==> src/rtl/sbi_pkg.sv <==
// Shared widths, constants and stage types for the segment/box hit test.
package sbi_pkg;

  localparam int CW  = 24;           // coordinate width
  localparam int SW  = CW - 1;       // size width
  localparam int TF  = 16;           // fraction bits of the slab parameter
  localparam int QB  = TF + 2;       // quotient bits kept, covers up to 4.0
  localparam int AW  = CW + 1;       // doubled point
  localparam int BW  = CW + 2;       // doubled bound
  localparam int NW  = CW + 3;       // bound minus point
  localparam int DW  = CW + 2;       // doubled delta magnitude
  localparam int RW  = NW + TF;      // divider remainder
  localparam int TW  = QB + 1;       // signed slab parameter
  localparam int THW = 8;            // threshold register width
  localparam int DBW = 288;          // input tdata width
  localparam int OBW = 8;            // output tdata width

  typedef struct packed {
    logic          in_a;
    logic          in_b;
    logic          par;
    logic          pout;
    logic          lo_neg;
    logic          hi_neg;
    logic          d_neg;
    logic          lo_ovf;
    logic          hi_ovf;
    logic [NW-1:0] lo_mag;
    logic [NW-1:0] hi_mag;
    logic [DW-1:0] d_mag;
  } axis_setup_t;

  typedef struct packed {
    logic       enclosed;
    logic [2:0] par;
    logic [2:0] pout;
    logic [2:0] neg_lo;
    logic [2:0] neg_hi;
    logic [2:0] ovf_lo;
    logic [2:0] ovf_hi;
  } side_t;

endpackage

==> src/rtl/sbi_axis.sv <==
// Per-axis setup: doubled bounds, inside and parallel tests, divider operands.
module sbi_axis (
  input  logic signed [sbi_pkg::CW-1:0]  a,
  input  logic signed [sbi_pkg::CW-1:0]  b,
  input  logic signed [sbi_pkg::CW-1:0]  c,
  input  logic        [sbi_pkg::SW-1:0]  s,
  input  logic        [sbi_pkg::THW-1:0] thr,
  output sbi_pkg::axis_setup_t           o
);
  import sbi_pkg::*;

  logic signed [AW-1:0] a2, b2, c2;
  logic signed [BW-1:0] lo, hi, ab;
  logic signed [NW-1:0] nlo, nhi;
  logic signed [AW-1:0] dd;
  logic        [AW-1:0] ad;

  always_comb begin
    a2  = {a, 1'b0};
    b2  = {b, 1'b0};
    c2  = {c, 1'b0};
    lo  = BW'(c2) - $signed({3'b000, s});
    hi  = BW'(c2) + $signed({3'b000, s});
    ab  = BW'(a2);
    nlo = NW'(lo) - NW'(a2);
    nhi = NW'(hi) - NW'(a2);
    dd  = $signed({b[CW-1], b}) - $signed({a[CW-1], a});
    ad  = dd[AW-1] ? AW'(-dd) : AW'(dd);

    o.in_a   = (ab > lo) && (ab < hi);
    o.in_b   = (BW'(b2) > lo) && (BW'(b2) < hi);
    o.par    = (ad == '0) || (ad < AW'(thr));
    o.pout   = (ab < lo) || (ab > hi);
    o.lo_neg = nlo[NW-1];
    o.hi_neg = nhi[NW-1];
    o.d_neg  = dd[AW-1];
    o.lo_mag = nlo[NW-1] ? NW'(-nlo) : NW'(nlo);
    o.hi_mag = nhi[NW-1] ? NW'(-nhi) : NW'(nhi);
    o.d_mag  = {ad, 1'b0};
    // quotient reaches 4.0 or more: saturates for sure
    o.lo_ovf = {1'b0, o.lo_mag} >= {o.d_mag, 2'b00};
    o.hi_ovf = {1'b0, o.hi_mag} >= {o.d_mag, 2'b00};
  end

endmodule

==> config.mk <==
export PLATFORM = sky130hd
export DESIGN_NAME = sbi_axis
export DESIGN_NICKNAME = d
export VERILOG_FILES = /design/src/rtl/sbi_pkg.sv /design/src/rtl/sbi_axis.sv
export SDC_FILE = /design/constraint.sdc
export NUM_CORES = 1
export LEC_CHECK = 0
export BUFFER_PORTS_ARGS = -buffer_cell sky130_fd_sc_hd__buf_2
export CAP_MARGIN = 10
export CELL_PAD_IN_SITES_DETAIL_PLACEMENT = 0
export CELL_PAD_IN_SITES_GLOBAL_PLACEMENT = 2
export CORE_MARGIN = 4
export CORE_UTILIZATION = 33
export DETAILED_ROUTE_END_ITERATION = 10
export PLACE_DENSITY = 0.8
export SETUP_SLACK_MARGIN = 0.5
export SLEW_MARGIN = 25
export SYNTH_ARGS = -nofsm -noshare
export SYNTH_HDL_FRONTEND = slang
export SYNTH_SLANG_ARGS = --single-unit
==> constraint.sdc <==
create_clock -name vclk -period 17.75
set_input_delay 5.325 -clock vclk [all_inputs]
set_output_delay 5.325 -clock vclk [all_outputs]
set_load 0.02 [all_outputs]
### Word-level counts from Yosys, hierarchy flattened

Index checks and enable logic that the tools add are counted.

| operators by class | value |
|---|---|
| add/subtract/negate cells | 8 |
| order comparisons | 9 |
| multiplexer cells | 3 |
| reductions and logical operators | 5 |

Operators by type and width:

| cell | count |
|---|---|
| 25-bit by 26-bit greater-than comparator with 1-bit output | 3 |
| 25-bit by 26-bit less-than comparator with 1-bit output | 3 |
| 27-bit by 28-bit >= comparator with 1-bit output | 2 |
| 27-bit 2-to-1 mux | 2 |
| 27-bit negator | 2 |
| 26-bit by 25-bit subtractor with 27-bit output | 2 |
| 25-bit by 24-bit adder with 26-bit output | 1 |
| 25-bit by 24-bit subtractor with 26-bit output | 1 |
| 25-bit zero test | 1 |
| 25-bit by 8-bit less-than comparator with 1-bit output | 1 |
| 25-bit 2-to-1 mux | 1 |
| 25-bit negator | 1 |
| 24-bit by 24-bit subtractor with 25-bit output | 1 |
| 1-bit logical AND | 2 |
| 1-bit logical OR | 2 |

| word-level totals | value |
|---|---|
| register bits | 0 |
| input port bits | 103 |
| output and inout port bits | 89 |
| word-level logic and storage cells | 25 |

### Depth between registers and ports, before layout

Gate-level depths: netlist of the first run.

| logic depth | value |
|---|---|
| word-level depth | 5 |
| mapped depth | 38 |

### Least setup slack after synthesis of the first run

Ideal clock, no wire load.

| timing path | value |
|---|---|
| path kind | input to output |
| start | input port c[0] in the netlist's numbering |
| end | output port o[80] in the netlist's numbering |
| data arrival time | 11,810 ps |
| data required time | 12,425 ps |
| path slack | 615 ps |
| stages on the path | 31 |
| path buffers | 1 |
| cell sequence | ha_1 -> fa_1 -> nor2b_1 -> o21bai_1 -> a21oi_1 -> o211ai_1 -> a31oi_1 -> a311oi_1 -> o21bai_1 -> nand2_1 -> a2111oi_0 -> nor4_1 -> xnor2_1 -> ha_1 -> and3_1 -> a311oi_1 -> nor2b_1 -> nor4b_1 -> nor2_1 -> inv_2 -> clkbuf_1 -> o21ai_1 -> xnor2_1 -> ha_1 -> a21o_1 -> a21o_1 -> a221oi_1 -> o21ai_0 -> a221oi_1 -> o221a_2 -> nor2_1 |

RTL lines:

| element | RTL line | RTL |
|---|---|---|
| from (decl) | sbi_axis.sv:5 | `input logic signed [sbi_pkg::CW-1:0] c,` |
| to (decl) | sbi_axis.sv:8 | `output sbi_pkg::axis_setup_t o` |

==> Flow_metrics.wiki, run 1 <==
{| class="wikitable"
! Metric !! Value
|-
| Run status || finished clean
|-
| Endpoint of the worst hold path || o[53]
|-
| Library cell with the highest instance count after synthesis || ha_1
|-
| Number of library cell types mapped by synthesis || 84
|-
| Class of the most critical hold timing path || input port to output pin
|-
| Relative area change from synthesis to final layout || 24.1%
|-
| Share of the clock period used by the worst path || 96.0%
|-
| Total wirelength of the detailed-routed design || ~44000 µm
|-
| GRT Total Usage || between 20% and 30%
|-
| Synthesis Warnings || 0
|-
| Pins over their slew limit || 0
|-
| Simple-gate area share of the yosys netlist || between 20% and 30%
|-
| Via count || between 10k and 15k
|-
| Final Hold Fails || 0
|-
| Placed cell area || about 13000 µm²
|-
| Number of global-route vias before repair || around 12k
|-
| Avg Cell Area, Syn || roughly 6.9 µm²
|-
| Share of final-layout standard cells stronger than drive strength 1 || a little under a quarter
|-
| Via-per-instance ratio || approximately 5.4
|-
| Post-Synth Adder-Cell Area || around 27%
|-
| Largest net degree at the start of global routing || 24
|-
| Die Span Y || 191 µm
|-
| Setup repair after global routing missed its margin || yes
|-
| FF+latch area || 0 µm²
|-
| Overflow left after global routing || 0
|-
| Most numerous cell types in the synthesized netlist || ha_1, inv_1, a21oi_1
|-
| Required time of the critical path || between 10000 and 15000 ps
|-
| Category of the worst setup path capture point || output pin
|-
| Worst-path maximum fanout || 5
|-
| Final RePlAce weighted congestion || about 0.91
|-
| Layout sequential cell count || 0
|-
| Overall power of the completed layout || 1.56 mW
|-
| Post-layout min period || between 15000 and 20000 ps
|-
| Worst hold slack || around 11000 ps
|-
| Highest achievable clock rate || a little under 0.06 GHz
|-
| Cell area after technology mapping || between 10000 and 15000 µm²
|-
| Post-route antenna net violation count || 0
|-
| Post-synth top area share || 25.9%
|-
| Count of port buffers added during placement || around 190
|-
| Arrival @ worst endpoint || roughly 12000 ps
|-
| Top cell type by total area after synthesis || ha_1
|-
| Cells taking the most area after synthesis || ha_1, xnor2_1, inv_1
|-
| Synth Area in Compound Gates || just under 30%
|-
| DR iter-0 viols || 718
|-
| Die Footprint || 36600 µm²
|-
| Share of synthesized area occupied by flip-flops and latches || 0%
|-
| P_leak || roughly 6.7 nW
|-
| Fin nets || around 2.2k
|-
| Starting density of the core || 33.8%
|-
| Final instance area || 13700 µm²
|-
| VDD IR max || ~0.053 mV
|-
| Main combinational cell family by area after synthesis || compound AO/OA/AOI/OAI gates
|-
| Placed cells || approximately 2.2k
|-
| Average wire per standard cell || ~19 µm
|-
| Master of the slowest instance on the critical path || or4_4
|-
| Setup crit start kind || input port
|-
| Slew headroom || 41.3%
|-
| Antenna violations before repair || 0
|-
| Parity-gate share of the synthesized area counting xor and xnor cells || 13.8%
|-
| Area of the core || approximately 33000 µm²
|-
| Number of diodes added for antenna fixing || 0
|-
| Final-report setup violation count || 0
|-
| Residual DRC count || 0
|-
| Number of maximum-capacitance constraint violations || 0
|-
| Total half-perimeter wirelength after legalization and detailed placement || roughly 39000 µm
|-
| Min-Delay Path Depth || 2
|-
| Clock buffers || 0
|-
| First-pass GRT wire length || ~66000 µm
|-
| Areal power density over the cells || between 100 and 150 nW/µm²
|-
| Die boundary width || approximately 190 µm
|-
| Number of search-and-repair iterations in the first detailed-routing pass || 5
|-
| Fraction of synthesized area in multiplexers || less than 1%
|-
| Slowest stage delay, CP || about 560 ps
|-
| Net Count, Synth || 1933
|-
| Final cell count without fillers || between 2k and 2.5k
|-
| Placement row count || between 60 and 70
|-
| I/O Pins || 192
|-
| Launch point of the worst hold path || s[0]
|-
| Number of instances in the synthesized netlist || around 1.6k
|-
| Tightest Pin Transition || 870 ps
|-
| Type of the worst setup path || input port to output pin
|}
==> per-layer routing <==
metal / global-route usage [%] / up-vias / share of wire, %
li1: - / 6205 / -
met1: 31.2 / 5738 / 46
met2: 39.5 / 317 / 47
met3: 1.39 / 48 / 4.4
met4: 4.01 / 0 / 2.3
met5: 0 / - / 0
==> cell families (layout without fill, tap and decap cells) <==
family	after synthesis	in the layout
other	1	1
adder cells (fa/ha/maj)	234	234
XOR/XNOR	174	174
buffers and inverters	225	463
AO/OA/AOI/OAI	481	481
multiplexers	5	5
AND/OR/NAND/NOR	476	476
==> layout make-up <==
cell class | count | area [µm²]
inverter | 179 | 672
tap | 442 | 553
fill | 3550 | 19000
timing repair buffer | 284 | 1670
multi-input combinational | 1371 | 10800
==> report_power, final <==
group          internal, mW  leakage (nW)  switching (mW)
sequential                0             0               0
clock                     0             0               0
combinational         0.625          6.66           0.937
total                 0.625          6.66           0.937
==> placed cells by master, fill, tap and decap left out, types with 25 or more instances in the layout <==
cell / count
o21a_1: 31
inv_1: 177
ha_1: 220
nand3_1: 34
nand2_1: 90
xor2_1: 48
nor2b_1: 34
o21ai_0: 78
nand4_1: 34
buf_4: 91
nand2b_1: 25
nor3_1: 34
a21o_1: 58
xnor2_1: 108
buf_2: 188
a21oi_1: 113
nor2_1: 112
==> critical path, delay by kind of cell <==
| kind | cells | cell delay (ps) |
|---|---|---|
| compound gates | 10 | 1900 |
| xor+xnor | 1 | 170 |
| fa+ha+maj | 3 | 860 |
| buf+inv | 4 | 510 |
| simple gates | 13 | 2940 |
==> repair_timing <==
action / in CTS / in global routing
gates cloned: 0 / 1
pin swaps: 13 / 63
buffers inserted: 18 / 33
hold buffers: 0 / 0
gates resized for setup: 38 / 98
setup endpoints to repair: 2 / 2
==> worst max path at each step <==
stage                     slack, ps  depth (start not counted)  endpoint  from
final                           700                         31     o[81]  s[1]
after CTS                       490                         30     o[80]  c[0]
after floorplan                 610                         31     o[80]  c[0]
after global placement         -180                         28     o[80]  c[0]
after global routing            400                         37     o[80]  c[0]
after detailed placement       -150                         28     o[80]  c[0]
==> per-stage QoR <==
stage | util [%] | setup TNS (ps) | setup WS (ps)
after detailed placement | 38.7 | -225 | -154
final | 41.9 | 0 | 703
after global placement | 38.7 | -202 | -177
after CTS | 39.7 | 0 | 485
after global routing | 41.9 | 0 | 400
after floorplan | - | 0 | 615
No activity file was read; power rests on OpenSTA's default activity.
==> run 2: changes to the inputs <==
- PLACE_DENSITY: 0.8 -> 0.82
==> Flow_metrics.wiki, run 2 (synthesized netlist as in run 1, its figures left out) <==
{| class="wikitable"
! Metric !! Value
|-
| Total half-perimeter wirelength after legalization and detailed placement || 38000 µm (-2.4%)
|-
| VDD IR max || 0.0545 mV (+3.5%)
|-
| Pins over their slew limit || 0 (unchanged)
|-
| Type of the worst setup path || input port to output pin
|-
| Run status || finished clean
|-
| Placed cell area || 12800 µm² (+0.87%)
|-
| DR iter-0 viols || 724 (+0.84%)
|-
| Placement row count || 66 (unchanged)
|-
| Class of the most critical hold timing path || input port to output pin
|-
| Tightest Pin Transition || 1100 ps (+227 ps)
|-
| Fin nets || 2177 (+0.18%)
|-
| Sequential share of power || 0% (unchanged)
|-
| Category of the worst setup path capture point || output pin
|-
| Die Footprint || 36600 µm² (unchanged)
|-
| Average wire per standard cell || 18.9 µm (-2.6%)
|-
| Total wirelength of the detailed-routed design || 43100 µm (-2.3%)
|-
| Clock buffers || 0 (unchanged)
|-
| Via-per-instance ratio || 5.43 (+0.50%)
|-
| Aggregate negative setup slack || 0 ps (unchanged)
|-
| Setup crit start kind || input port
|-
| Buffering stage count on the worst path with inverters included || 4 (unchanged)
|-
| Highest layer used for signal routing || met4
|-
| Clk pwr share || 0% (unchanged)
|-
| Fill count || 3501 (-1.4%)
|-
| Slowest stage delay, CP || 360 ps (-200 ps)
|-
| Post-layout min period || 17000 ps (-50.5 ps)
|-
| Share of the clock period used by the worst path || 95.8% (-0.28 points)
|-
| Critical Path Most Common Cell || buf_4
|-
| Starting density of the core || 33.8% (unchanged)
|-
| Total net switching power || 0.942 mW (+0.53%)
|-
| Final-report setup violation count || 0 (unchanged)
|-
| Die Span Y || 191 µm (unchanged)
|-
| I/O Pins || 192 (unchanged)
|-
| Setup repair after global routing missed its margin || yes
|-
| Master of the slowest instance on the critical path || fa_2
|-
| Overall power of the completed layout || 1.58 mW (+1.2%)
|-
| Area of the core || 32800 µm² (unchanged)
|-
| Number of global-route vias before repair || 11.6k (-1.9%)
|-
| Power share of the combinational group || 100.0% (about the same)
|-
| Number of maximum-capacitance constraint violations || 0 (unchanged)
|-
| Share of final-layout standard cells stronger than drive strength 1 || 22.9% (about the same)
|-
| P_leak || 6.67 nW (about the same)
|-
| Met1 Routed Length || 20200 µm (-1.5%)
|-
| Post-route antenna net violation count || 0 (unchanged)
|-
| Layout sequential cell count || 0 (unchanged)
|-
| Overflow left after global routing || 0 (unchanged)
|-
| Final RePlAce weighted congestion || 0.947 (+4.3%)
|-
| Via count || 12.4k (+0.72%)
|-
| Die boundary width || 191 µm (unchanged)
|-
| Largest net degree at the start of global routing || 24 (unchanged)
|-
| Most frequent standard cell in the layout excluding fill and tap cells || ha_1
|-
| FF+latch area || 0 µm² (unchanged)
|-
| Highest achievable clock rate || 0.0588 GHz (+0.30%)
|-
| Count of port buffers added during placement || 191 (unchanged)
|-
| Antenna violations before repair || 1 (+1)
|-
| Dominant delay contributor by cell family on the critical path || simple AND/OR/NAND/NOR gates
|-
| Final Hold Fails || 0 (unchanged)
|-
| Slew headroom || 25.8% (-15 points)
|-
| Residual DRC count || 0 (unchanged)
|-
| First-pass GRT wire length || 63100 µm (-3.7%)
|-
| Required time of the critical path || 12420 ps (about the same)
|-
| Number of search-and-repair iterations in the first detailed-routing pass || 5 (unchanged)
|-
| Relative area change from synthesis to final layout || 24.6%
|-
| Areal power density over the cells || 115 nW/µm² (+0.77%)
|-
| Met3 wirelength from detailed routing || 1780 µm (-8.7%)
|-
| GRT Total Usage || 21.7% (-0.92 points)
|-
| Switching power as a share of total power || 59.6% (-0.38 points)
|-
| Arrival @ worst endpoint || 11670 ps (-50 ps)
|-
| Commonest non-fill, non-tap cells in the layout || ha_1, buf_2, inv_1
|-
| Worst-path maximum fanout || 8 (+3)
|-
| Internal power consumption || 0.638 mW (+2.1%)
|-
| Final instance area || 13800 µm² (+0.40%)
|-
| Area of the multi-input gates || 10800 µm² (about the same)
|-
| Met2 WL post-DR || 20000 µm (-3.5%)
|}
run 2: metal layers:
metal,up-vias,GRT usage [%]
met4,0,5.03
met5,-,0
met1,5773,30.2
li1,6222,-
met2,352,37.3
met3,50,0.712
run 2: layout make-up:
cell class                      instances  area share, %
Tap cell                              442           4.01
Multi-Input combinational cell       1371           78.6
Timing Repair Buffer                  288           12.5
Inverter                              179           4.87
Antenna cell                            1         0.0181
run 2: per-stage QoR:
stage / worst slack (ps) / std cells / util, % / hold slack, ps
CTS: 495 / 2251 / 39.9 / 10960
floorplan: 615 / 1596 / - / 10760
detailed placement: -54.5 / 2237 / 39.1 / 10960
global route: 450 / 2281 / 42.1 / 10980
global placement: -1.21 / 2237 / 39.1 / 10960
finish: 754 / 2281 / 42.1 / 10960
run 2: final timing paths:
path,startpoint,endpoint,cells after the start
worst max-delay path,c[0],o[80],32
worst min-delay path,s[0],o[53],2
run 2: repair_timing:
| item | CTS | global route |
|---|---|---|
| hold buffers | 0 | 0 |
| setup endpoints to repair | 2 | 2 |
| setup buffers | 14 | 28 |
| gates resized for setup | 37 | 104 |
| cloned | 0 | 1 |
| pin swaps | 23 | 71 |
run 2: power by group through the flow:
stage	Combinational [mW]	Sequential, mW	Clock (mW)
floorplan	0.950	0	0
global placement	1.43	0	0
detailed placement	1.44	0	0
CTS	1.48	0	0
global route	1.72	0	0.00000000754
finish	1.58	0	0.00000000754
==> run 3: changes to the inputs <==
- ABC_AREA: not set -> 1
- CORE_UTILIZATION: 33 -> 30
- MAX_ROUTING_LAYER: not set -> met4
==> Flow_metrics.wiki, run 3 <==
{| class="wikitable"
! Metric !! Value
|-
| Share of final-layout standard cells stronger than drive strength 1 || 10.7% (-12 points)
|-
| Overall power of the completed layout || 1.41 mW (-11%)
|-
| Library cell with the highest instance count after synthesis || nand2_1
|-
| Overflow left after global routing || 0 (unchanged)
|-
| Number of library cell types mapped by synthesis || 44 (-48%)
|-
| Master of the slowest instance on the critical path || fa_1
|-
| Busiest metal layer after global routing || met2
|-
| Setup crit start kind || input port
|-
| Final critical-path setup slack || 1090 ps (+338 ps)
|-
| Cells taking the most area after synthesis || ha_1, nand2_1, inv_1
|-
| Final cell count without fillers || 2879 (+26%)
|-
| Residual DRC count || 0 (unchanged)
|-
| Category of the worst setup path capture point || output pin
|-
| Run status || finished clean
|-
| Via-per-instance ratio || 4.90 (-9.8%)
|-
| Final Hold Fails || 0 (unchanged)
|-
| Average wire per standard cell || 17.0 µm (-9.8%)
|-
| Largest net degree at the start of global routing || 31 (+29%)
|-
| First-pass GRT wire length || 75800 µm (+20%)
|-
| Avg Cell Area, Syn || 5.49 µm² (-21%)
|-
| Total half-perimeter wirelength after legalization and detailed placement || 44800 µm (+18%)
|-
| Aggregate negative setup slack || 0 ps (unchanged)
|-
| Critical Path Most Common Cell || nand2_1
|-
| Area of the core || 39700 µm² (+21%)
|-
| Final instance area || 13500 µm² (-1.9%)
|-
| Count of port buffers added during placement || 191 (unchanged)
|-
| Placed cells || 2879 (+29%)
|-
| GRT Total Usage || 22.2% (+0.48 points)
|-
| Number of buffers added for setup after CTS || 0 (-14)
|-
| Type of the worst setup path || input port to output pin
|-
| I/O Pins || 192 (unchanged)
|-
| Placed cell area || 13500 µm² (+5.5%)
|-
| Tightest Pin Transition || 768 ps (-329 ps)
|-
| DR iter-0 viols || 744 (+2.8%)
|-
| Required time of the critical path || 12420 ps (about the same)
|-
| Share of synthesized area occupied by flip-flops and latches || 0% (unchanged)
|-
| Slew headroom || 48.3% (+22 points)
|-
| Antenna violations before repair || 0 (-1)
|-
| Final RePlAce weighted congestion || 0.965 (+1.9%)
|-
| Via count || 14.1k (+14%)
|-
| Layout sequential cell count || 0 (unchanged)
|-
| Worst hold slack || 10980 ps (+20.1 ps)
|-
| Slowest stage delay, CP || 410 ps (+50 ps)
|-
| Placement row count || 73 (+11%)
|-
| Commonest non-fill, non-tap cells in the layout || nand2_1, inv_1, ha_1
|-
| Most frequent standard cell in the layout excluding fill and tap cells || nand2_1
|-
| Die Footprint || 43400 µm² (+19%)
|-
| Die boundary width || 208 µm (+8.9%)
|-
| Net Count, Synth || 2527 (+31%)
|-
| Total wirelength of the detailed-routed design || 49100 µm (+14%)
|-
| Starting density of the core || 30.3% (-3.5 points)
|-
| Number of search-and-repair iterations in the first detailed-routing pass || 5 (unchanged)
|-
| Top cell type by total area after synthesis || ha_1
|-
| Post-route antenna net violation count || 0 (unchanged)
|-
| Share of the clock period used by the worst path || 93.8% (-1.9 points)
|-
| Post-layout min period || 16660 ps (-338 ps)
|-
| Number of global-route vias before repair || 14.0k (+21%)
|-
| Post-layout utilization of the core || 34.1% (-8.0 points)
|-
| Setup repair after global routing missed its margin || no
|-
| Clock buffers || 0 (unchanged)
|-
| P_leak || 8.11 nW (+22%)
|-
| Pins over their slew limit || 0 (unchanged)
|-
| Fin nets || 2693 (+24%)
|-
| Dominant delay contributor by cell family on the critical path || compound AO/OA/AOI/OAI gates
|-
| Final-report setup violation count || 0 (unchanged)
|-
| Arrival @ worst endpoint || 11330 ps (-340 ps)
|-
| FF+latch area || 0 µm² (unchanged)
|-
| Number of diodes added for antenna fixing || 0 (-1)
|-
| Number of maximum-capacitance constraint violations || 0 (unchanged)
|-
| GRT met1 Usage || 28.8% (-1.5 points)
|-
| Cell area after technology mapping || 12000 µm² (+8.6%)
|-
| M3 GR Usage || 0.332% (-0.38 points)
|-
| Worst-path maximum fanout || 25 (+17)
|-
| Class of the most critical hold timing path || input port to output pin
|-
| Highest achievable clock rate || 0.0600 GHz (+2.0%)
|-
| Buffering stage count on the worst path with inverters included || 5 (+1)
|-
| Pre-CTS setup slack || 882 ps (+937 ps)
|-
| Number of instances in the synthesized netlist || 2190 (+37%)
|-
| Met2 Use GR || 39.4% (+2.1 points)
|-
| Relative area change from synthesis to final layout || 12.5%
|-
| Die Span Y || 208 µm (+8.9%)
|-
| Most numerous cell types in the synthesized netlist || nand2_1, inv_1, ha_1
|-
| Synthesis Warnings || 0 (unchanged)
|-
| Post-synth top area share || 23.8% (-2.1 points)
|-
| Areal power density over the cells || 104 nW/µm² (-9.0%)
|-
| VDD IR max || 0.0522 mV (-4.3%)
|}
-- run 3: changes by cell type in the layout (fill, tap and decap cells not counted), sizes merged, moves of 25 or more --
| cell | before | now |
|---|---|---|
| a21o | 58 | 10 |
| a21oi | 129 | 171 |
| buf | 287 | 192 |
| inv | 179 | 434 |
| nand2 | 92 | 616 |
| nand2b | 25 | 0 |
| nand3 | 38 | 137 |
| nor2 | 117 | 198 |
| nor2b | 36 | 0 |
| xnor2 | 122 | 24 |
| xor2 | 52 | 88 |
-- run 3: cell families (layout without fill, tap and decap cells) --
group                    count (synthesis)  in the layout  share of synthesized area [%]
AO/OA/AOI/OAI                          329            329                           15.3
XOR/XNOR                               112            112                           8.28
adder cells (fa/ha/maj)                234            234                           24.6
buffers and inverters                  462            626                           14.7
other                                    1              1                         0.0312
AND/OR/NAND/NOR                       1052           1052                           37.1
-- run 3: worst paths after layout --
path                  start    end  slack, ps  cells after the start
worst max-delay path   c[0]  o[80]       1090                     34
worst min-delay path   s[0]  o[53]      10980                      2
-- run 3: cell type report --
type	count	area, µm²
repair buffers	192	963
well taps	525	657
fillers	4672	26200
inverters	434	1630
multi-input cells	1728	10300
-- run 3: routing by layer --
layer,share of wire (%),vias up
met4,2.6,0
met3,2.3,54
met5,0,-
met1,47,6425
li1,-,7374
met2,48,259
-- run 3: repair_timing --
action / CTS / global route
hold buffers: 0 / 0
gates resized for setup: 0 / 7
endpoints found under the setup margin: 0 / 2
-- run 3: power breakdown --
group          internal [mW]  switching [mW]  leakage, nW  total [mW]
registers                  0               0            0           0
logic                  0.449           0.961         8.11        1.41
clock network              0               0            0           0
total                  0.449           0.961         8.11        1.41
