`config.mk`:
```
export PLATFORM = sky130hd
export DESIGN_NAME = sbi_merge
export DESIGN_NICKNAME = d
export VERILOG_FILES = /design/src/rtl/sbi_pkg.sv /design/src/rtl/sbi_merge.sv
export SDC_FILE = /design/constraint.sdc
export NUM_CORES = 1
export LEC_CHECK = 0
export BUFFER_PORTS_ARGS = -buffer_cell sky130_fd_sc_hd__buf_4
export CELL_PAD_IN_SITES_DETAIL_PLACEMENT = 1
export CELL_PAD_IN_SITES_GLOBAL_PLACEMENT = 1
export CORE_MARGIN = 5
export CORE_UTILIZATION = 35
export DETAILED_ROUTE_END_ITERATION = 7
export GPL_TIMING_DRIVEN = 1
export PLACE_DENSITY_LB_ADDON = 0.1
export SETUP_SLACK_MARGIN = 0.4
export SYNTH_ARGS = -nofsm -noshare
export SYNTH_HDL_FRONTEND = slang
export SYNTH_SLANG_ARGS = --single-unit
```
`constraint.sdc`:
```
create_clock -name vclk -period 34.7
set_input_delay 1.735 -clock vclk [all_inputs]
set_output_delay 1.735 -clock vclk [all_outputs]
set_load 0.01 [all_outputs]
```
`src/rtl/sbi_pkg.sv`:
```
// Shared widths, constants and stage types for the segment/box hit test.
package sbi_pkg;

  localparam int CW  = 24;           // coordinate width
  localparam int SW  = CW - 1;       // size width
  localparam int TF  = 16;           // fraction bits of the slab parameter
  localparam int QB  = TF + 2;       // quotient bits kept, covers up to 4.0
  localparam int AW  = CW + 1;       // doubled point
  localparam int BW  = CW + 2;       // doubled bound
  localparam int NW  = CW + 3;       // bound minus point
  localparam int DW  = CW + 2;       // doubled delta magnitude
  localparam int RW  = NW + TF;      // divider remainder
  localparam int TW  = QB + 1;       // signed slab parameter
  localparam int THW = 8;            // threshold register width
  localparam int DBW = 288;          // input tdata width
  localparam int OBW = 8;            // output tdata width

  typedef struct packed {
    logic          in_a;
    logic          in_b;
    logic          par;
    logic          pout;
    logic          lo_neg;
    logic          hi_neg;
    logic          d_neg;
    logic          lo_ovf;
    logic          hi_ovf;
    logic [NW-1:0] lo_mag;
    logic [NW-1:0] hi_mag;
    logic [DW-1:0] d_mag;
  } axis_setup_t;

  typedef struct packed {
    logic       enclosed;
    logic [2:0] par;
    logic [2:0] pout;
    logic [2:0] neg_lo;
    logic [2:0] neg_hi;
    logic [2:0] ovf_lo;
    logic [2:0] ovf_hi;
  } side_t;

endpackage

```
`src/rtl/sbi_merge.sv`:
```
// Combines the three axis results: saturate, order, narrow the interval.
module sbi_merge (
  input  sbi_pkg::side_t                sb,
  input  logic [2:0][sbi_pkg::QB-1:0]   q_lo,
  input  logic [2:0][sbi_pkg::QB-1:0]   q_hi,
  output logic                          hit
);
  import sbi_pkg::*;

  localparam logic [QB-1:0] TLIM = QB'(1) << (TF + 1);
  localparam logic signed [TW-1:0] TONE = TW'(1) << TF;

  function automatic logic signed [TW-1:0] to_t(input logic [QB-1:0] m,
                                                 input logic ovf,
                                                 input logic neg);
    logic [QB-1:0] s;
    s = (ovf || (m > TLIM)) ? TLIM : m;
    return neg ? -$signed({1'b0, s}) : $signed({1'b0, s});
  endfunction

  logic signed [TW-1:0] t1, t2, u1, u2, tmin, tmax;
  logic                 pmiss;

  always_comb begin
    tmin  = '0;
    tmax  = TONE;
    pmiss = 1'b0;
    for (int i = 0; i < 3; i++) begin
      t1 = to_t(q_lo[i], sb.ovf_lo[i], sb.neg_lo[i]);
      t2 = to_t(q_hi[i], sb.ovf_hi[i], sb.neg_hi[i]);
      u1 = (t1 > t2) ? t2 : t1;
      u2 = (t1 > t2) ? t1 : t2;
      if (sb.par[i]) begin
        if (sb.pout[i]) pmiss = 1'b1;
      end else begin
        if (u1 > tmin) tmin = u1;
        if (u2 < tmax) tmax = u2;
      end
    end
    // interval only shrinks, so emptiness at the end equals emptiness anywhere
    hit = sb.enclosed || (!pmiss && !(tmin > tmax));
  end

endmodule

```
=== Word-level counts from Yosys, hierarchy flattened ===
Index checks and enable logic that the tools add are counted.

* Reductions and logical operators: 10
* Multiplexer cells: 36
* $add $sub $neg: 6
* $lt $le $gt $ge: 16

{| class="wikitable"
|+ Operators with widths
! cell !! number
|-
| $mux W19 || 24
|-
| $gt A19 B19 Y1 || 6
|-
| $neg A18 Y19 || 6
|-
| $gt A18 B18 Y1 const B || 6
|-
| $mux W18 || 6
|-
| $lt A19 B19 Y1 || 2
|-
| $gt A19 B1 Y1 const B || 1
|-
| $lt A19 B18 Y1 const B || 1
|-
| $logic_or A1 B1 Y1 || 7
|-
| $mux W1 || 6
|-
| $logic_not A1 Y1 || 2
|-
| $logic_and A1 B1 Y1 || 1
|}

* Word-level logic and storage cells: 68
* Register bits after elaboration: 0
* Output and inout bits: 1

=== Depth between registers and ports, before layout ===
Gate-level depths: netlist of run 1.

* Depth in word-level cells: 20
* Mapped depth: 66
* Mapped depth without buffers: 58

=== Worst setup path before layout of run 1 ===
OpenSTA, ideal clock, no wires.

* Kind: input to output
* Start point: in q_hi[20] (netlist bit)
* End point: out hit
* Stages on the path: 59
* Data arrival time: 13.686 ns
* Setup slack: 19.279 ns
* Cells stage by stage: or4_1 -> or4_1 -> or4_1 -> a21oi_1 -> clkbuf_1 -> nand2_1 -> ha_1 -> o21ai_0 -> nand2b_1 -> o31ai_1 -> a32oi_1 -> ha_1 -> nand4_1 -> nor2_1 -> a211oi_1 -> o211a_1 -> a31o_2 -> clkbuf_1 -> [23 not listed] -> a21boi_0 -> o31a_1 -> buf_1 -> clkbuf_1 -> mux2i_1 -> ha_1 -> nor2b_1 -> o21a_1 -> o21a_1 -> o21a_1 -> o21a_1 -> o21a_1 -> o21ai_0 -> a21oi_1 -> o31a_1 -> o21a_1 -> o21ai_0 -> a221o_1

* Word-level cells in the longest chain between the ends: 17

{| class="wikitable"
|+ RTL lines
! item !! line !! text
|-
| from (decl) || sbi_merge.sv:5 || <nowiki>input logic [2:0][sbi_pkg::QB-1:0] q_hi,</nowiki>
|-
| $gt A18 B18 Y1 || sbi_merge.sv:17 || <nowiki>s = (ovf || (m > TLIM)) ? TLIM : m;</nowiki>
|-
| $logic_or A1 B1 Y1 || sbi_merge.sv:17 ||
|-
| $mux W18 * || sbi_merge.sv:17 ||
|-
| $neg A18 Y19 || sbi_merge.sv:18 || <nowiki>return neg ? -$signed({1'b0, s}) : $signed({1'b0, s});</nowiki>
|-
| $mux W19 * || sbi_merge.sv:18 ||
|-
| $gt A19 B19 Y1 || sbi_merge.sv:31, sbi_merge.sv:32 ||
|-
| $mux W19, on equally long branches || sbi_merge.sv:31, sbi_merge.sv:32 ||
|-
| $gt A19 B19 Y1 / $lt A19 B19 Y1 (equally long branches) || sbi_merge.sv:36, sbi_merge.sv:37 ||
|-
| $mux W19, on equally long branches || sbi_merge.sv:36, sbi_merge.sv:37 ||
|-
| $mux W19 || sbi_merge.sv:33 || <nowiki>if (sb.par[i]) begin</nowiki>
|-
| $gt A19 B19 Y1 / $lt A19 B19 Y1 (equally long branches) || sbi_merge.sv:36, sbi_merge.sv:37 ||
|-
| $mux W19, on equally long branches || sbi_merge.sv:36, sbi_merge.sv:37 ||
|-
| $mux W19 || sbi_merge.sv:33 ||
|-
| $gt A19 B19 Y1 * || sbi_merge.sv:41 || <nowiki>hit = sb.enclosed || (!pmiss && !(tmin > tmax));</nowiki>
|-
| $logic_not A1 Y1 * || sbi_merge.sv:41 ||
|-
| $logic_and A1 B1 Y1 * || sbi_merge.sv:41 ||
|-
| $logic_or A1 B1 Y1 * || sbi_merge.sv:41 ||
|-
| to (decl) || sbi_merge.sv:6 || <nowiki>output logic hit</nowiki>
|}

Mark *: on every way between the ends. The rest lies on a longest branch, timed or not.

=== Worst setup path in the final report of run 1 ===
Same ends and word-level chain as after synthesis.

==> results, run 1 <==
- The number of rows created at floorplan is 61.
- The leakage power total is 5.19 nW.
- In this run the power spent charging and discharging nets is 0.178 mW.
- The number of iterations in the first detailed-routing pass is 5.
- The final critical path time including I/O delays and setup is 17570 ps.
- The cell type with the highest occurrence count on the critical path is sky130_fd_sc_hd__o21a_1.
- In this run the standard cell core region covers 27800 sq um.
- The kind of capture point of the worst setup path is an output port.
- After the first detailed-routing iteration, the DRC count stood at 624.
- In the final routed layout, each cell accounts on average for 20.3 um.
- The HPWL after detailed placement is 33700 um.
- The die is 178 um tall.
- For this configuration, the core starts out at a cell density of 35.5%.
- Summed over all instances, the cell type with the most area after synthesis is sky130_fd_sc_hd__ha_1.
- The design has 0 sequential cells.
- The total wire length after detailed routing is 38900 um.
- The portion of synthesized cell area occupied by the leading cell type is 19.0%.
- The first global-routing pass estimated 61000 um of wire.
- The final critical path takes up 50.6% of the cycle.
- The area added between synthesis and finish is 12.8%.
- The count of clock buffers in the final design is 0.
- Sequential cells burn 0% of the power.
- The biggest cell delay along the critical path is 1010 ps.
- After synthesis the cells add up to 9870 sq um.
- The multi-input combinational cells in the finished layout cover a total of 9090 sq um.
- Static timing analysis puts the maximum clock frequency at 0.0569 GHz.
- Across the VDD grid, the largest voltage drop is 13.2 uV.
- The sequential area share after synthesis is 0%.
- Setup repair after global routing left no endpoint under its margin.
- The final-report setup violation count is 0.
- The cell area power density is 27.6 nW/um^2.
- The via count is 11.2k.
- The area taken by flip-flops and latches is 0 sq um.
- The commonest cells after synthesis are sky130_fd_sc_hd__ha_1, sky130_fd_sc_hd__nand2_1, sky130_fd_sc_hd__inv_1, sky130_fd_sc_hd__nor2_1, sky130_fd_sc_hd__a21oi_1.
- In this run the tool buffered the top-level ports with 128 buffer cells.
- The total grt overflow is 0.
- The detail route stage leaves a number of antenna-violating nets equal to 0.
- The final net count is 1820.
- The net switching fraction of the power is 57.9%.
- The path class of the tightest hold or removal check is in -> out.
- The number of global-route vias before repair is 11.2k.
- The most instantiated library cell after synthesis is sky130_fd_sc_hd__ha_1.
- The buffers inserted during post-CTS setup optimization is 0.
- Hold repair after CTS inserted 0 buffers.
- Measured against its own limit, the worst slew margin works out to 15.1%.
- The number of ports placed on the die boundary is 128.
- The weighted congestion at the end of routability-driven global placement is 0.931.
- The share of total power dissipated in the clock network is 0%.
- The proportion of layout cells with a drive suffix above 1 is 14.5%.
- The final count of hold timing violations is 0.
- Entering global routing, the biggest net connects 55 pins.
- STA puts the critical path data required time at 32970 ps.
- The count of pins over their slew limit was 0.
- The initial antenna violation count is 0.
- For the pin with the worst max-slew slack, the measured transition is 1270 ps.
- Dividing the detail-routed via count by the number of cells gives 5.83.
- Combinational logic is responsible for 100.0% of the overall power.
- STA classifies the critical path startpoint as an input pin.
- Across the run, the number of max-cap violations was 0.
- The number of instances resized during post-cts repair is 0.
- For this run, the share of the core covered by cells in the final layout is 40.1%.
- The cell at the slowest stage of the critical path is sky130_fd_sc_hd__a21oi_1.
- The gate count of the mapped netlist is 1466.
- The flow ran to the end, and the final reports show no timing, DRC or antenna violations.
- After synthesis, the mean cell area works out to 6.73 sq um.
- Data arrives at the worst endpoint at 15840 ps.
- The internal power is 0.130 mW.
- The count of warnings emitted by yosys is 0.
- The number of inserted diodes is 0.
- The overall routing resource usage is 23.7%.
- Synthesis produced a netlist with a net count of 1743.
- In this run, distinct cell masters in the synthesized netlist total 84.
- The fill cell instance count of the final layout is 3663.
- By area the synthesized netlist is led by sky130_fd_sc_hd__ha_1, sky130_fd_sc_hd__mux2i_1, sky130_fd_sc_hd__nand2_1.
- In this run the worst path has a maximum fanout of 54.
- Summed over all failing endpoints, the final setup total negative slack is 0 ps.
- The die covers 31700 sq um.
- The critical path class is in -> out.
- The post-detailed-route DRC marker count is 0.
- Measured along the x axis, the die boundary spans 178 um.
## worst paths after layout
path	from	depth (start not counted)	endpoint	slack [ps]
max	q_hi[20]	59	hit	17130
min	sb[18]	3	hit	3770
## routing by layer
layer / part of all wire (%) / track usage [%] / wire (um) / up-vias
li1: - / - / - / 5526
met1: 48 / 33.3 / 18600 / 5392
met2: 46 / 40.2 / 17800 / 229
met3: 4.2 / 1.79 / 1630 / 36
met4: 2.1 / 4.13 / 819 / 0
met5: 0 / 0 / 0 / -
## logic make-up (layout without fill, tap and decap cells)
family	Yosys count	after routing	share of synthesized area [%]
AO/OA/AOI/OAI	410	410	28.5
other	1	1	0.0380
XOR/XNOR	57	57	5.06
adder cells (fa/ha/maj)	151	151	19.1
buffers and inverters	203	278	8.07
multiplexers	126	126	13.4
AND/OR/NAND/NOR	518	518	25.9
## power groups by stage
stage | clock network [mW] | registers (mW) | logic, mW
6_report | 0 | 0 | 0.308
3_3_place_gp | 0 | 0 | 0.298
3_5_place_dp | 0 | 0 | 0.304
2_1_floorplan | 0 | 0 | 0.214
4_1_cts | 0 | 0 | 0.307
5_1_grt | 0 | 0 | 0.341
## layout make-up
class                      count  area share, %
multi-input combinational   1263           81.6
tap                          378           4.25
timing repair buffer         141           9.51
inverter                     137           4.62
## worst max-delay path: cells and delay by family
kind / cells / cell delay (ps)
AOI/OAI and AO/OA: 36 / 7380
and+or+nand+nor: 11 / 2950
adders and majority gates: 5 / 1760
buffers and inverters: 5 / 1160
muxes: 2 / 790
## stage by stage
| step | setup slack (ps) | hold slack (ps) | cell area, sq um | instances | power (mW) |
|---|---|---|---|---|---|
| after floorplan | 19280 | 3600 | 9870 | 1466 | 0.214 |
| after global placement | 17360 | 3760 | 11100 | 1919 | 0.298 |
| after detailed placement | 17250 | 3770 | 11100 | 1919 | 0.304 |
| after CTS | 17210 | 3770 | 11100 | 1919 | 0.307 |
| after global routing | 16270 | 3800 | 11100 | 1919 | 0.341 |
| final | 17130 | 3770 | 11100 | 1919 | 0.308 |
## layout by cell type (no fill, tap or decap), drive strengths merged, types with 9 or more instances in the layout
cell type  count
ha           150
nand2        149
buf          141
inv          137
nor2         132
a21oi         89
mux2i         88
o21ai         85
a21o          56
nor3          42
mux2          38
nand4         35
xor2          34
o21a          30
nand3         24
xnor2         23
or3           23
o31ai         22
or4           20
or2           19
a31oi         19
nor2b         17
a211oi        13
nand2b        12
o2111ai       11
o41ai         11
nor4          11
o31a          11
o211ai         9
Note: power is estimated with default switching activity, not from simulation.
==> run 2, diff against run 1 <==
Settings changed: ABC_AREA set to 1.
Clock period 34.7 ns to 15.1 ns, I/O delays scaled along.
==> run 2 against run 1 <==
Net effect:
- non-clock buffer count decreased by 6
- setup slack got worse by 16000 ps
- count of clock-buffer cells in the layout unchanged
- via count increased by 4.3%
- worst hold slack got worse by 2000 ps
- power increased to 4.2 times the previous value
- critical path depth increased by 8
- critical endpoint unchanged
==> results, run 2 <==
- The flow ran to the end, and the final reports show no timing, DRC or antenna violations.
- The count of warnings emitted by yosys is 0 (unchanged).
- The final worst hold slack is 1770 ps (-1990 ps).
- The critical path is of the in -> out type.
- The weighted congestion at the end of routability-driven global placement is 0.937 (+0.66%).
- The max capacitance violation total is 0 (unchanged).
- The end point of the most critical hold path is hit.
- The sum of negative setup slack was 0 ps (unchanged).
- The routed wirelength normalized by instance count was 17.9 um (-12%).
- The count of clock buffers in the final design is 0 (unchanged).
- The type of the worst min-delay path is in -> out.
- The HPWL after detailed placement is 34400 um (+2.1%).
- The mean area per synthesized cell was 5.43 sq um (-19%).
- The overall routing resource usage is 24.3% (+0.56 points).
- The cell type group with the largest total delay on the critical path is compound AO/OA/AOI/OAI gates.
- The total wire length after detailed routing is 38400 um (-1.1%).
- The final worst slack is 1560 ps (-15560 ps).
- The starting density of the core came to 35.2% (-0.38 points).
- The most critical setup path has its startpoint at q_lo[15].
- The maximum number of pins on one net before global-route repair is 52 (-5.5%).
- The cell type contributing the most total cell area after synthesis is sky130_fd_sc_hd__nand2_1.
- The final-report setup violation count was 0 (unchanged).
- The leakage power total is 5.57 nW (+7.4%).
- The detailed-route vias per instance is 5.43 (-6.8%).
- The number of inserted diodes came to 0 (unchanged).
- Among all cell types in the netlist, the one instantiated most often is sky130_fd_sc_hd__nand2_1.
- The number of sequential cells is 0 (unchanged).
- The number of violations reported at the end of detailed-routing iteration 0 is 570 (-8.7%).
- The worst-case vdd ir drop came to 47.6 uV (+260%).
- The die outline height is 174 um (-2.3%).
- The number of iterations in the first detailed-routing pass is 5 (unchanged).
- The number of instances resized during post-cts repair came to 0 (unchanged).
- The count of pins over their slew limit is 0 (unchanged).
- The buffers inserted during post-CTS setup optimization came to 0 (unchanged).
- The initial antenna violation count is 0 (unchanged).
- The die area is 30200 sq um (-4.6%).
- The worst path in the final design needs a cycle of 13540 ps, including I/O delays and setup.
- The maximum fanout along the worst path came to 27 (-50%).
- The post-synthesis cell area is 9400 sq um (-4.8%).
- The number of input and output port buffers inserted came to 128 (unchanged).
- The pin slew with the least headroom to its limit is 957 ps (-317 ps).
- The worst endpoint data arrival time came to 12780 ps (-3060 ps).
- In the layout the commonest cells are sky130_fd_sc_hd__nand2_1, sky130_fd_sc_hd__inv_1, sky130_fd_sc_hd__o21ai_0.
- The fraction of met1 tracks used by global routing is 31.3% (-2.0 points).
- The core box area was 26700 sq um (-3.8%).
- The met3 layer usage reported by global route is 1.31% (-0.48 points).
- The biggest cell delay along the critical path came to 360 ps (-650 ps).
- The post-detailed-route DRC marker count was 0 (unchanged).
- The portion of synthesized cell area occupied by the leading cell type came to 20.6% (+1.6 points).
- The cell area power density is 123 nW/um^2 (+350%).
- The power consumption is 1.30 mW (+320%).
- The fraction of power consumed by combinational cells is 100.0% (about the same).
- The total grt overflow is 0 (unchanged).
- The met2 track utilization from global routing was 44.2% (+4.1 points).
- The sequential area share after synthesis is 0% (unchanged).
- The final net count is 2086 (+15%).
- Ranked by total cell area, the synthesized netlist is headed by sky130_fd_sc_hd__nand2_1, sky130_fd_sc_hd__ha_1, sky130_fd_sc_hd__o21ai_0.
- The final count of hold timing violations was 0 (unchanged).
- The count of unique library cells instantiated by Yosys was 56 (-33%).
- The total nets after synthesis is 2006 (+15%).
- The normalized max-slew margin is 35.4% (+20 points).
- The number of ports placed on the die boundary came to 128 (unchanged).
- The busiest layer in global routing is met2.
- The wire length of the first global-routing pass is 60800 um (-0.35%).
- STA classifies the critical path endpoint as an output port.
- The startpoint identified for the worst hold timing path is sb[18].
- The overall die width came to 174 um (-2.3%).
- The final design utilization is 39.5% (-0.58 points).
- The number of global-route vias before repair is 11.8k (+4.8%).
- The placement-stage worst setup slack is 1600 ps (-15660 ps).
- The cell at the slowest stage of the critical path is sky130_fd_sc_hd__a221oi_1.
- Setup repair after global routing left no endpoint under its margin.
- The relative contribution of the clock network to total power came to 0% (unchanged).
- The net switching fraction of the power is 66.6% (+8.7 points).
- The most common cell after layout, fill and taps aside is sky130_fd_sc_hd__nand2_1.
- The proportion of power drawn by flip-flops and latches came to 0% (unchanged).
- The via count is 11.7k (+4.3%).
- The internal power is 0.435 mW (+240%).
- The critical path buffer and inverter count came to 10 (+5).
- The proportion of layout cells with a drive suffix above 1 is 9.74% (-4.7 points).
- The hold-fix buffer count after cts is 0 (unchanged).
- The worst path uses 89.7% of the clock period.
- The switching power is 0.868 mW (+390%).
- STA classifies the critical path startpoint as an input pin.
- The area growth from synthesis to layout is 12.3%.
- The remaining number of nets flagged by the antenna check after routing is 0 (unchanged).
- The worst path required time is 14350 ps (-18620 ps).
- The number of rows created at floorplan is 60 (-1.6%).
- The area taken by flip-flops and latches was 0 sq um (unchanged).
- The gate count of the mapped netlist is 1729 (+18%).
- In the synthesized netlist, the cells that appear most often are sky130_fd_sc_hd__nand2_1, sky130_fd_sc_hd__inv_1, sky130_fd_sc_hd__o21ai_0, sky130_fd_sc_hd__ha_1, sky130_fd_sc_hd__nor2_1.
- The highest clock frequency the design can meet is 0.0739 GHz.
- The cell depth of the worst min-delay path is 3 (unchanged).
-- run 2: worst max-delay path by stage --
stage	end	slack, ps	cells after the start
detailed placement	hit	1600	66
global route	hit	430	68
global placement	hit	1860	66
CTS	hit	1560	66
floorplan	hit	4240	68
finish	hit	1560	67
-- run 2: metal layers --
layer	wire length [um]	vias up
met5	0	-
li1	-	5939
met4	1140	0
met1	17200	5456
met3	1290	54
met2	18700	218
-- run 2: cell type report --
cell class	instances	area (sq um)
repair buffers	135	1010
fillers	3775	16200
inverters	223	837
well taps	341	427
multi-input cells	1449	8280
-- run 2: cells by family after synthesis --
family | share of synthesized area [%]
AOI/OAI and AO/OA | 21.8
xor gates and xnor gates | 7.08
adders and majority gates | 20.0
buffers and inverters | 12.0
muxes | 0.213
other | 0.0399
and+or+nand+nor | 39.0
-- run 2: per-stage QoR --
stage               std cells  area [sq um]
floorplan                1729          9400
global placement         2148         10500
detailed placement       2148         10500
CTS                      2148         10500
global route             2148         10600
finish                   2148         10600
-- run 2: power groups by stage --
stage	registers [mW]	clock network, mW	logic [mW]
floorplan	0	0	0.926
global placement	0	0	1.25
detailed placement	0	0	1.29
CTS	0	0	1.30
global route	0	0	1.47
finish	0	0	1.30
==> run 3, diff against run 2 <==
Settings changed: ABC_AREA 1 to not set, BUFFER_PORTS_ARGS -buffer_cell sky130_fd_sc_hd__buf_4 to not set, DONT_BUFFER_PORTS set to 1, TNS_END_PERCENT set to 20.
==> run 3 against run 2 <==
Net effect:
- power decreased by 49%
- count of clock-buffer cells in the layout unchanged
- sequential share of layout area unchanged
- first-iteration DRC count increased by 34%
- combinational power decreased by 49%
- non-clock buffer count decreased by 112
- global-route usage decreased by 0.82 points
- flip-flop and latch count unchanged
- critical path type unchanged
- largest cell class unchanged
- largest power group unchanged
==> results, run 3 (synthesized netlist as in run 1, its figures left out) <==
- The cell at the slowest stage of the critical path is sky130_fd_sc_hd__or4_1.
- The number of inserted diodes is 0 (unchanged).
- The number of violations reported at the end of detailed-routing iteration 0 is 766 (+34%).
- The count of pins over their slew limit is 0 (unchanged).
- The sum of negative setup slack was 0 ps (unchanged).
- The starting density of the core was 35.5% (+0.38 points).
- The die outline height is 178 um (+2.4%).
- The proportion of layout cells with a drive suffix above 1 is 8.21% (-1.5 points).
- The via count is 10.8k (-7.5%).
- The overall die width is 178 um (+2.4%).
- The total grt overflow is 0 (unchanged).
- The number of global-route vias before repair came to 10.6k (-9.6%).
- The cell type with the highest occurrence count on the critical path is sky130_fd_sc_hd__a21o_1.
- The final design utilization was 37.2% (-2.3 points).
- The worst path required time came to 14350 ps (about the same).
- The leakage power total is 4.64 nW (-17%).
- The core box area came to 27800 sq um (+4.0%).
- The cell depth of the worst min-delay path is 1 (-2).
- The die area is 31700 sq um (+4.8%).
- The maximum fanout along the worst path is 19 (-30%).
- The flow ran to the end, and the final reports show no timing, DRC or antenna violations.
- The top cell types in the final layout, fill and taps aside, are sky130_fd_sc_hd__ha_1, sky130_fd_sc_hd__nand2_1, sky130_fd_sc_hd__inv_1.
- The remaining number of nets flagged by the antenna check after routing was 0 (unchanged).
- The weighted congestion at the end of routability-driven global placement was 0.917 (-2.1%).
- The initial antenna violation count is 0 (unchanged).
- The worst hold path belongs to the class in -> out.
- The most common cell after layout, fill and taps aside is sky130_fd_sc_hd__ha_1.
- The count of clock buffers in the final design is 0 (unchanged).
- The overall routing resource usage is 23.5% (-0.82 points).
- The number of iterations in the first detailed-routing pass was 5 (unchanged).
- The normalized max-slew margin came to 33.7% (-1.7 points).
- The critical path buffer and inverter count came to 3 (-7).
- The total wire length after detailed routing is 38900 um (+1.3%).
- The area taken by flip-flops and latches came to 0 sq um (unchanged).
- The hold-fix buffer count after cts came to 0 (unchanged).
- The number of input and output port buffers inserted is 0 (-100%).
- The wire length of the first global-routing pass is 60100 um (-1.2%).
- The biggest cell delay along the critical path is 570 ps (+210 ps).
- The HPWL after detailed placement came to 33200 um (-3.3%).
- The worst-case vdd ir drop is 22.5 uV (-53%).
- The post-detailed-route DRC marker count came to 0 (unchanged).
- The cell area power density is 64.8 nW/um^2 (-48%).
- The number of ports placed on the die boundary is 128 (unchanged).
- The detailed-route vias per instance is 5.99 (+10%).
- The pin slew with the least headroom to its limit is 982 ps (+24.6 ps).
- The maximum number of pins on one net before global-route repair was 39 (-25%).
- The final net count is 1704 (-18%).
- The final critical path time including I/O delays and setup was 13980 ps (+441 ps).
- The highest clock frequency the design can meet is 0.0715 GHz (-3.2%).
- STA classifies the critical path startpoint as an input pin.
- The number of sequential cells was 0 (unchanged).
- The routed wirelength normalized by instance count is 21.6 um (+21%).
- The final-report setup violation count is 0 (unchanged).
- The worst endpoint data arrival time is 13220 ps (+440 ps).
- The area added between synthesis and finish is 4.68%.
- The max capacitance violation total is 0 (unchanged).
- The ratio of final minimum period to clock period is 92.6% (+2.9 points).
- The total stage count of the critical path came to 58 (-13%).
- The critical path class is in -> out.
- The final worst hold slack is 1680 ps (-91.5 ps).
- The kind of capture point of the worst setup path is an output port.
- Among cell families on the critical path, the largest total delay comes from compound AO/OA/AOI/OAI gates.
- The final count of hold timing violations came to 0 (unchanged).
- The number of rows created at floorplan is 61 (+1.7%).
- Setup repair after global routing left no endpoint under its margin.
-- run 3: cell types whose count changed in the layout (fill, tap and decap cells not counted), moves of 28 or more --
| cell | change |
|---|---|
| sky130_fd_sc_hd__nand3_1 | -37 |
| sky130_fd_sc_hd__mux2_2 | +35 |
| sky130_fd_sc_hd__inv_1 | -74 |
| sky130_fd_sc_hd__o21ai_0 | -102 |
| sky130_fd_sc_hd__a21o_1 | +51 |
| sky130_fd_sc_hd__buf_4 | -112 |
| sky130_fd_sc_hd__o21a_1 | +28 |
| sky130_fd_sc_hd__nand2_1 | -366 |
| sky130_fd_sc_hd__mux2i_1 | +85 |
-- run 3: repair_timing --
action                                  4_1_cts  5_1_grt
resized for setup                             0       15
cloned                                        1        1
pin swaps                                     1        3
endpoints found under the setup margin        1        1
setup buffers                                 0        4
-- run 3: report_power, final --
group,switching [mW],internal [mW]
combinational,0.386,0.283
sequential,0,0
clock,0,0
-- run 3: metrics by stage --
step	setup slack, ps	std cells	total power, mW	cell area (sq um)
floorplan	1640	1466	0.493	9870
global placement	725	1797	0.648	10200
detailed placement	311	1797	0.653	10200
CTS	463	1798	0.658	10200
global route	453	1803	0.742	10300
finish	1120	1803	0.669	10300
-- run 3: final timing paths --
path,from,end,slack [ps]
worst min-delay path,sb[18],hit,1680
worst max-delay path,q_hi[20],hit,1120
-- run 3: cell type report --
type                            count  area (sq um)
Multi-Input combinational cell   1265          9180
Tap cell                          378           473
Inverter                          137           514
Timing Repair Buffer               23           173
Fill cell                        3652         17400
-- run 3: routing by layer --
metal | wire [um] | GRT usage (%)
met1 | 18900 | 33.9
met2 | 18400 | 40.8
met3 | 1450 | 0.937
met4 | 167 | 0.773
met5 | 0 | 0
